==> src/rtl/mrpc_pkg.sv <==
// Shared types, constants and tables of the minimap rotate, project and clamp block.
`default_nettype none
package mrpc_pkg;

	localparam int COORD_BITS      = 24;
	localparam int ANGLE_W         = 16;
	localparam int RANGE_W         = 23;
	localparam int OUT_W           = 16;
	localparam int FRAC_BITS       = 16;
	localparam int ROT_W           = COORD_BITS + 20;
	localparam int ROT_STAGES_DEF  = 16;
	localparam int ATAN_N          = 24;

	localparam logic [29:0] GAIN_Q30 = 30'd652032874;

	localparam logic [31:0] ATAN_TURN32 [ATAN_N] = '{
		32'h20000000, 32'h12E4051E, 32'h09FB385B, 32'h051111D4, 32'h028B0D43, 32'h0145D7E1,
		32'h00A2F61E, 32'h00517C55, 32'h0028BE53, 32'h00145F2F, 32'h000A2F98, 32'h000517CC,
		32'h00028BE6, 32'h000145F3, 32'h0000A2FA, 32'h0000517D, 32'h000028BE, 32'h0000145F,
		32'h00000A30, 32'h00000518, 32'h0000028C, 32'h00000146, 32'h000000A3, 32'h00000051
	};

	typedef struct packed {
		logic signed [COORD_BITS-1:0] offset_x;
		logic signed [COORD_BITS-1:0] offset_y;
		logic [ANGLE_W-1:0]           yaw_angle;
	} in_word_t;

	typedef struct packed {
		logic signed [OUT_W-1:0] map_x;
		logic signed [OUT_W-1:0] map_y;
		logic                    out_of_range;
	} out_word_t;

	// Pre-rotated offset and residual angle handed from the front to the rotator.
	typedef struct packed {
		logic signed [ROT_W-1:0] x;
		logic signed [ROT_W-1:0] y;
		logic signed [31:0]      r;
	} rot_job_t;

	// Gain-corrected magnitudes and signs of both output axes.
	typedef struct packed {
		logic [ROT_W-1:0] gx;
		logic [ROT_W-1:0] gy;
		logic             nx;
		logic             ny;
	} mag_t;

endpackage
`default_nettype wire

==> src/rtl/mrpc_queue.sv <==
// Two-entry queue that decouples the front stage from the arithmetic pipeline.
`default_nettype none
module mrpc_queue (
	input  wire                 clk,
	input  wire                 arst_n,
	input  wire                 push,
	input  mrpc_pkg::rot_job_t  wr_job,
	output logic                full,
	input  wire                 pop,
	output logic                not_empty,
	output mrpc_pkg::rot_job_t  rd_job
);
	import mrpc_pkg::*;

	rot_job_t   mem_q [2];
	logic       wr_ptr_q;
	logic       rd_ptr_q;
	logic [1:0] cnt_q;
	logic       do_push;
	logic       do_pop;

	assign full      = (cnt_q == 2'd2);
	assign not_empty = (cnt_q != 2'd0);
	assign do_push   = push && !full;
	assign do_pop    = pop && not_empty;
	assign rd_job    = mem_q[rd_ptr_q];

	always_ff @(posedge clk or negedge arst_n) begin
		if (!arst_n) begin
			wr_ptr_q <= 1'b0;
			rd_ptr_q <= 1'b0;
			cnt_q    <= 2'd0;
		end else begin
			if (do_push) begin
				wr_ptr_q <= !wr_ptr_q;
			end
			if (do_pop) begin
				rd_ptr_q <= !rd_ptr_q;
			end
			if (do_push && !do_pop) begin
				cnt_q <= cnt_q + 2'd1;
			end else if (do_pop && !do_push) begin
				cnt_q <= cnt_q - 2'd1;
			end
		end
	end

	always_ff @(posedge clk) begin
		if (do_push) begin
			mem_q[wr_ptr_q] <= wr_job;
		end
	end

endmodule
`default_nettype wire

==> config.mk <==
export PLATFORM = sky130hd
export DESIGN_NAME = mrpc_queue
export DESIGN_NICKNAME = d
export VERILOG_FILES = /design/src/rtl/mrpc_pkg.sv /design/src/rtl/mrpc_queue.sv
export SDC_FILE = /design/constraint.sdc
export NUM_CORES = 1
export LEC_CHECK = 0
export ABC_AREA = 1
export BUFFER_PORTS_ARGS = -buffer_cell sky130_fd_sc_hd__buf_2
export CAP_MARGIN = 30
export CORE_ASPECT_RATIO = 1.1
export CORE_MARGIN = 1
export CORE_UTILIZATION = 47
export CTS_CLUSTER_SIZE = 25
export DETAILED_ROUTE_END_ITERATION = 10
export HOLD_SLACK_MARGIN = 0.12
export MAX_ROUTING_LAYER = met4
export PLACE_DENSITY = 0.79
export SYNTH_ARGS = -nofsm -noshare
export SYNTH_HDL_FRONTEND = slang
export SYNTH_SLANG_ARGS = --single-unit
==> constraint.sdc <==
create_clock -name clk -period 6.4 [get_ports clk]
set_clock_uncertainty 0.2 [all_clocks]
set_input_delay 0.64 -clock clk [delete_from_list [all_inputs] [get_ports clk]]
set_output_delay 0.64 -clock clk [all_outputs]
set_load 0.02 [all_outputs]
==> metrics.md <==
| Metric | Value |
|---|---|
| Outcome | `finished, final reports clean` |
| Avg Inst Size Synth | `13.6 um2` |
| Crit-path leading delay family | `buffers and inverters` |
| Drt first pass iters | `4` |
| Max IR drop VDD | `855 uV` |
| Post-synth top area share | `80.1%` |
| Pwr Density | `461 nW/um2` |
| Hold-fix buffers, CTS | `91` |
| Total Power | `between 5 and 6 mW` |
| Nets | `between 1000 and 1500` |
| Core ar. | `approximately 19000 um2` |
| Hold Slack | `roughly 0.14 ns` |
| Asr flop ratio synth | `under 10%` |
| Worst Path Max Fanout | `64` |
| Critical path cell sequence | `inv_4 -> buf_4 -> nand2_1 -> nand2_1 -> buf_2` |
| Post-synthesis register bit count | `244` |
| I/O pin total | `246` |
| Initial Util | `48.5%` |
| Routability congestion estimate | `about 0.77` |
| Die H | `147 um` |
| Post-CTS resize count | `0` |
| Die footprint | `19700 um2` |
| Yosys cell types | `14` |
| Buffers on Ports | `245` |
| Ratio of cells with drive above 1 in the final layout | `27.9%` |
| Hold Path Class | `primary input to flip-flop` |
| Fin crit period | `between 3 and 4 ns` |
| RSZ-0062 raised after global routing | `no` |
| Clock slew at reported path FFs | `0.06 ns` |
| Die X | `between 100 and 150 um` |
| Post-synth top flop | `edfxtp_1` |
| Fin crit share | `between 50% and 60%` |
| Yosys warning total | `0` |
| Clock insertion delay at the later pin of the skew report | `about 0.5 ns` |
| Gr usage total | `between 20% and 30%` |
| Top cell type by total area after synthesis | `edfxtp_1` |
| CTS Root Cell | `clkbuf_16` |
| Largest net degree at the start of global routing | `65` |
| Critical Path RT | `around 5.6 ns` |
| Max Clock Freq | `0.262 GHz` |
| Post-synthesis cell area | `about 9000 um2` |
| Setup TNS | `0 ns` |
| Syn_nets | `between 700 and 800` |
| Non-filler cells in the finished layout | `~1300` |
| Setup CP Type | `flip-flop to output port` |
| Reg2Reg Setup Slack | `roughly 3.5 ns` |
| Drt drc | `0` |
| Post-synth EDFFs | `240` |
| Synth cell count leaders | `nand2_1 (371), edfxtp_1 (240), buf_2 (14), buf_6 (11), inv_1 (7)` |
| CP most frequent cell | `nand2_1` |
| Grt ovf | `0` |
| Cts bufs inserted | `24` |
| Number of global-route vias before repair | `just over 6000` |
| Final wirelength | `19900 um` |
| First-pass GRT wire length | `30100 um` |
| Max-cap violations | `0` |
| Fin. Hold Viols | `0` |
| Most frequent cell after synthesis | `nand2_1` |
| Antenna violations before repair | `3` |
| Crit. End Element | `output port` |
| Worst-Margin Slew | `0.845 ns` |
| Drt initial violations | `393` |
| Critical path's largest stage delay | `0.73 ns` |
| Top post-synthesis cells by area | `edfxtp_1 (80%), nand2_1 (15%), buf_6 (1.4%)` |
| Critical path startpoint category | `flip-flop` |
| CP Buf/Inv Count | `3` |
| Vias | `6034` |
| Final ANT Viol Nets | `0` |
| Maximum root-to-sink buffer count | `3` |
| Mapped Cells | `659` |
| DR WL/cell | `~16 um` |
| H-tree levels | `1` |
| Sequential fraction of the synthesis area | `81.2%` |
| Row count | `52` |
| Setup violators final | `0` |
| Placed Cells | `1125` |
| Pleak | `5.19 nW` |
| Slew HR | `between 40% and 50%` |
| Slew Viols, Final | `0` |
| CTS tree | `built` |
| Synthesis-to-finish area growth | `34.0%` |
| Arr. time, crit path | `2.98 ns` |
| Detailed-route vias per instance | `~4.8` |
| Postcts setup bufs | `0` |
| Dpl hpwl | `11000 um` |
| Critical path's slowest cell | `dfrtp_4` |
| Clock sinks | `244` |
-- kinds of logic after synthesis --
| logic type | synth area share [%] |
|---|---|
| simple gates | 15.8 |
| flops | 81.2 |
| buf+inv | 2.68 |
| compound gates | 0.0556 |
| xor+xnor | 0.0974 |
| fa+ha+maj | 0.139 |
-- report_power, final --
group / total [mW] / internal, mW / switching, mW
clock network: 1.32 / 0.782 / 0.541
logic: 1.91 / 0.536 / 1.37
registers: 2.33 / 2.18 / 0.147
total: 5.56 / 3.50 / 2.06
-- path summary, 6_finish.rpt --
| kind | start | end | depth (start not counted) |
|---|---|---|---|
| max | rd_ptr_q | rd_job[119] | 5 |
| min | wr_job[56] | mem_q[0][56] | 1 |
| max reg2reg | cnt_q[1] | mem_q[0][42] | 6 |
| min reg2reg | cnt_q[1] | cnt_q[1] | 2 |
| max in group asynchronous | arst_n | rd_ptr_q | 2 |
| min in group asynchronous | arst_n | wr_ptr_q | 2 |
-- metrics by stage --
stage	instance area (um2)	setup slack, ns	utilization (%)
after detailed placement	10400	3.12	55.9
after global placement	10400	3.13	55.9
after CTS	12000	2.57	64.9
after global routing	12100	2.36	65.0
after floorplan	9000	1.88	-
final	12100	2.58	65.0
-- state kept, by name, summed over array words and instances, names as in the netlist --
register,count
wr_ptr_q,1
cnt_q,2
rd_ptr_q,1
mem_q,240
-- routing by layer --
metal	wire [um]	global-route usage [%]
met5	0	-
met4	522	7.33
met3	1210	4.07
met2	10300	35.3
met1	7870	23.5
-- area by class of cell --
| class | instances | area (um2) |
|---|---|---|
| clock buffers | 38 | 694 |
| flip-flops and latches | 244 | 7310 |
| repair buffers | 343 | 2190 |
| inverters | 8 | 35.0 |
| well taps | 243 | 304 |
| fillers | 1326 | 6490 |
| diodes | 4 | 10.0 |
| multi-input cells | 380 | 1450 |
| clock inverters | 6 | 53.8 |
-- cell usage in the layout (no fill, tap or decap), drive strengths merged --
cell           n
nor2           3
edfxtp       240
clkbuf        38
bufinv         1
clkinv         4
nand3          2
xnor2          1
dfrtp          4
buf          250
clkinvlp       1
ha             1
nand2        371
diode          4
nand4          1
inv            8
dlygate4sd3   93
o21ai          1
No activity file was read; power rests on OpenSTA's default activity.
