### config.mk
export PLATFORM = sky130hd
export DESIGN_NAME = mrpc_front
export DESIGN_NICKNAME = d
export VERILOG_FILES = /design/src/rtl/mrpc_pkg.sv /design/src/rtl/mrpc_front.sv
export SDC_FILE = /design/constraint.sdc
export NUM_CORES = 1
export LEC_CHECK = 0
export BUFFER_PORTS_ARGS = -buffer_cell sky130_fd_sc_hd__buf_2
export CELL_PAD_IN_SITES_DETAIL_PLACEMENT = 1
export CELL_PAD_IN_SITES_GLOBAL_PLACEMENT = 2
export CORE_MARGIN = 8
export CORE_UTILIZATION = 32
export DETAILED_ROUTE_END_ITERATION = 8
export GPL_ROUTABILITY_DRIVEN = 0
export PLACE_DENSITY_LB_ADDON = 0.1
export REMOVE_ABC_BUFFERS = 1
export SYNTH_ARGS = -nofsm -noshare
export SYNTH_HDL_FRONTEND = slang
export SYNTH_SLANG_ARGS = --single-unit
export TNS_END_PERCENT = 50
### constraint.sdc
create_clock -name clk -period 8.3 [get_ports clk]
set_clock_uncertainty 0.15 [all_clocks]
set_input_delay 0.83 -clock clk [delete_from_list [all_inputs] [get_ports clk]]
set_output_delay 0.83 -clock clk [all_outputs]
set_load 0.03 [all_outputs]
### src/rtl/mrpc_pkg.sv
// Shared types, constants and tables of the minimap rotate, project and clamp block.
`default_nettype none
package mrpc_pkg;

	localparam int COORD_BITS      = 24;
	localparam int ANGLE_W         = 16;
	localparam int RANGE_W         = 23;
	localparam int OUT_W           = 16;
	localparam int FRAC_BITS       = 16;
	localparam int ROT_W           = COORD_BITS + 20;
	localparam int ROT_STAGES_DEF  = 16;
	localparam int ATAN_N          = 24;

	localparam logic [29:0] GAIN_Q30 = 30'd652032874;

	localparam logic [31:0] ATAN_TURN32 [ATAN_N] = '{
		32'h20000000, 32'h12E4051E, 32'h09FB385B, 32'h051111D4, 32'h028B0D43, 32'h0145D7E1,
		32'h00A2F61E, 32'h00517C55, 32'h0028BE53, 32'h00145F2F, 32'h000A2F98, 32'h000517CC,
		32'h00028BE6, 32'h000145F3, 32'h0000A2FA, 32'h0000517D, 32'h000028BE, 32'h0000145F,
		32'h00000A30, 32'h00000518, 32'h0000028C, 32'h00000146, 32'h000000A3, 32'h00000051
	};

	typedef struct packed {
		logic signed [COORD_BITS-1:0] offset_x;
		logic signed [COORD_BITS-1:0] offset_y;
		logic [ANGLE_W-1:0]           yaw_angle;
	} in_word_t;

	typedef struct packed {
		logic signed [OUT_W-1:0] map_x;
		logic signed [OUT_W-1:0] map_y;
		logic                    out_of_range;
	} out_word_t;

	// Pre-rotated offset and residual angle handed from the front to the rotator.
	typedef struct packed {
		logic signed [ROT_W-1:0] x;
		logic signed [ROT_W-1:0] y;
		logic signed [31:0]      r;
	} rot_job_t;

	// Gain-corrected magnitudes and signs of both output axes.
	typedef struct packed {
		logic [ROT_W-1:0] gx;
		logic [ROT_W-1:0] gy;
		logic             nx;
		logic             ny;
	} mag_t;

endpackage
`default_nettype wire

### src/rtl/mrpc_front.sv
// Front stage: accepts input words, reduces the heading by quarter turns and pre-rotates.
`default_nettype none
module mrpc_front (
	input  wire                 clk,
	input  wire                 arst_n,
	input  wire                 in_valid,
	output logic                in_stall,
	input  mrpc_pkg::in_word_t  in_word,
	input  wire                 q_full,
	output logic                push,
	output mrpc_pkg::rot_job_t  job
);
	import mrpc_pkg::*;

	localparam logic [1:0] QUAD_0 = 2'd0;
	localparam logic [1:0] QUAD_1 = 2'd1;
	localparam logic [1:0] QUAD_2 = 2'd2;
	localparam logic [1:0] QUAD_3 = 2'd3;
	localparam int EXT_W = ROT_W - COORD_BITS - FRAC_BITS;

	logic        front_v_q;
	rot_job_t    job_s1;
	rot_job_t    job_d;
	logic        load;
	logic [31:0] t;
	logic [31:0] tq;
	logic [31:0] u;
	logic [1:0]  quad;
	logic signed [ROT_W-1:0] x0;
	logic signed [ROT_W-1:0] y0;

	assign in_stall = front_v_q && q_full;
	assign load     = in_valid && !in_stall;
	assign push     = front_v_q && !q_full;
	assign job      = job_s1;

	always_comb begin
		t    = 32'd0 - {in_word.yaw_angle, 16'd0};
		tq   = t + 32'h2000_0000;
		quad = tq[31:30];
		u    = t - {quad, 30'd0};
		x0   = {{EXT_W{in_word.offset_x[COORD_BITS-1]}}, in_word.offset_x, 16'd0};
		y0   = {{EXT_W{in_word.offset_y[COORD_BITS-1]}}, in_word.offset_y, 16'd0};
		job_d.r = signed'(u);
		case (quad)
			QUAD_1: begin
				job_d.x = -y0;
				job_d.y = x0;
			end
			QUAD_2: begin
				job_d.x = -x0;
				job_d.y = -y0;
			end
			QUAD_3: begin
				job_d.x = y0;
				job_d.y = -x0;
			end
			QUAD_0: begin
				job_d.x = x0;
				job_d.y = y0;
			end
			default: begin
				job_d.x = x0;
				job_d.y = y0;
			end
		endcase
	end

	always_ff @(posedge clk or negedge arst_n) begin
		if (!arst_n) begin
			front_v_q <= 1'b0;
		end else if (load) begin
			front_v_q <= 1'b1;
		end else if (push) begin
			front_v_q <= 1'b0;
		end
	end

	always_ff @(posedge clk) begin
		if (load) begin
			job_s1 <= job_d;
		end
	end

endmodule
`default_nettype wire

==> flow_metrics.py <==
metrics = {
    "sta": {
        "tightest_slew_ns": 1.19,
        "finalSetupViolations": 0,
        "fin_crit_sh": 0.576,
        "fin_tns_setup_ns": 0,
        "whs_ns": 0.103,
        "rsz0062_at_grt": "false",
        "hold_viol_final": 0,
        "fin_crit_ns": 4.78,
        "max_freq_ghz": 0.209,
        "slew_headroom": 0.206,
        "slew_viol_final": 0,
    },
    "cts": {
        "root_buffer": "clkbuf_16",
        "ctsLongestPathBuffers": 2,
        "cts_tree": "done",
        "clk_latency_ns": 0.34,
        "cts_hold_buf": 0,
        "post_cts_buffers": 0,
        "numCtsBuffers": 9,
        "clkTransAtPathRegs_ns": 0.06,
        "cts.repair.resized": 0,
        "cts_sinks": 73,
        "htree_levels": 3,
    },
    "worst_setup_path": {
        "cp.required_ns": 8.32,
        "critPathLaunchType": "input pin",
        "critPathTopFamily": "simple AND/OR/NAND/NOR gates",
        "r2r-end": "job[95]",
        "rr_worst_depth": 3,
        "max_stage_delay_ns": 0.87,
        "cp_max_fo": 22,
        "slowest_stage": "a21oi_2",
        "cp.arrival_ns": 4.80,
        "end_kind": "flip-flop",
        "crit_start": "in_word[5]",
        "path_cells": "buf_2 > nor4_1 > and2_0 > nand2_1 > nor2_1 > xnor2_1 > ha_2 > xor2_1 > a21oi_2 > nor2_2 > or3_1 > a32oi_1",
        "ff2ff_setup_slack_ns": 6.33,
        "crit_buf_inv": 1,
        "timing.rr.start": "front_v_q",
        "path_class": "in2reg",
    },
    "global_route": {
        "first_global_vias": 4579,
        "track_usage": 0.159,
        "grt_overflow": 0,
        "grt_first_pass_wirelength_um": 25200,
        "grt_start_max_net_pins": 73,
        "antenna_found_initial": 2,
    },
    "synthesis": {
        "syn_avg_cell_area_sq_um": 10.1,
        "syn-instance-count": 516,
        "synth_cell_types": 55,
        "yosys-top-cells-area": "edfxtp_1 (41%), xnor2_1 (9.2%), mux2i_1 (8.1%)",
        "synth-edff-count": 72,
        "async_reset_ff_frac": 0.0137,
        "synth_seq_cells": 73,
        "yosysSeqAreaShare": 0.419,
        "yosysWarnings": 0,
        "synthesis.area_sq_mm": 0.00522,
        "synth-main-ff-cell": "edfxtp_1",
        "synth.largest_area_cell": "edfxtp_1",
        "synth_top_area_share": 0.414,
    },
    "detailed_routing": {
        "first_pass_iters": 4,
        "wire_per_inst_um": 19.1,
        "first_iter_violations": 212,
        "vias": 4282,
        "drc": 0,
        "ant_nets": 0,
        "drt-total-wl_um": 16500,
        "viasPerCell": 4.94,
    },
    "die": {
        "fp.dieH_um": 144,
        "chipWidth_um": 144,
        "core_area_sq_mm": 0.0159,
        "fp.dieArea_sq_mm": 0.0207,
        "io_pins": 190,
        "num_rows": 46,
        "start_util": 0.327,
    },
    "power_and_ir_drop": {
        "peakVddDrop_mv": 0.103,
        "p_leak_uw": 0.00245,
        "power_density_mw_per_mm2": 190,
    },
    "finish": {
        "finalNonFillerCells": 866,
        "final_common_cell": "buf_2",
        "utilization": 0.389,
        "final_cell_mix": "buf_2 (141), edfxtp_1 (72), xnor2_1 (55), conb_1 (48), mux2i_1 (42)",
        "final_nets": 717,
        "area.growth.synth_to_final_pct": 18.8,
        "layout-drive-gt1-share": 0.265,
    },
    "placement": {
        "dp.cells": 849,
        "hpwl_um": 12300,
        "portBuffers": 141,
    },
    "run_status": {
        "status": "finished, final reports clean",
    },
    "hold_path": {
        "min_path_type": "in2async",
    },
    "run": {
        "maxCapViolCount": 0,
    },
}
[cell usage after synthesis, drive strengths merged, types with 9 or more instances]
cell type,instances
edfxtp,72
buf,58
clkbuf,17
or3,13
nor2,24
inv,10
nand2b,9
nand2,17
xnor2,55
a21oi,42
nor3,29
mux2i,42
nand3,11
xor2,20
nor4,18
o21ai,14
[flip-flops by register name (all words and copies together) (netlist names)]
register	count
front_v_q	1
job	72
[power breakdown]
part / switching, uW / internal (uW)
logic: 243 / 115
registers: 8.05 / 458
clock network: 155 / 200
total: 406 / 773
[area by class of cell]
type | instances | area, sq um
antenna | 1 | 2.50
fill | 1891 | 9740
timing repair buffer | 145 | 736
clock buffer | 10 | 229
clock inverter | 6 | 35.0
tap | 216 | 270
multi-input combinational | 405 | 2710
inverter | 10 | 37.5
sequential | 73 | 2190
[stage by stage]
stage | area, sq um | setup slack (ns) | total power (uW)
2_1_floorplan | 4920 | 3.32 | 725
3_3_place_gp | 5940 | 3.49 | 828
3_5_place_dp | 5940 | 3.24 | 834
4_1_cts | 6200 | 3.59 | 1200
5_1_grt | 6200 | 3.18 | 1240
6_report | 6200 | 3.52 | 1180
[worst max path at each step]
| stage | endpoint | cells past startpoint |
|---|---|---|
| finish | job[72] | 12 |
| global route | job[72] | 12 |
| CTS | job[72] | 12 |
| detailed placement | job[72] | 12 |
| global placement | job[74] | 12 |
| floorplan | job[100] | 2 |
[per-layer routing]
metal	part of all wire	wire length, um	GRT usage	vias to the layer above
li1	-	-	-	2058
met1	0.43	7180	0.189	2083
met2	0.49	8020	0.267	120
met3	0.068	1130	0.0547	17
met4	0.010	173	0.0426	4
met5	0.0012	20	0	-
[logic make-up after synthesis]
logic type / synth area share
XOR/XNOR: 0.126
AO/OA/AOI/OAI: 0.0930
other: 0.000718
multiplexers: 0.0891
adder cells (fa/ha/maj): 0.0120
AND/OR/NAND/NOR: 0.161
flip-flops: 0.419
buffers and inverters: 0.0992
Power figures use the tool's default switching activity.
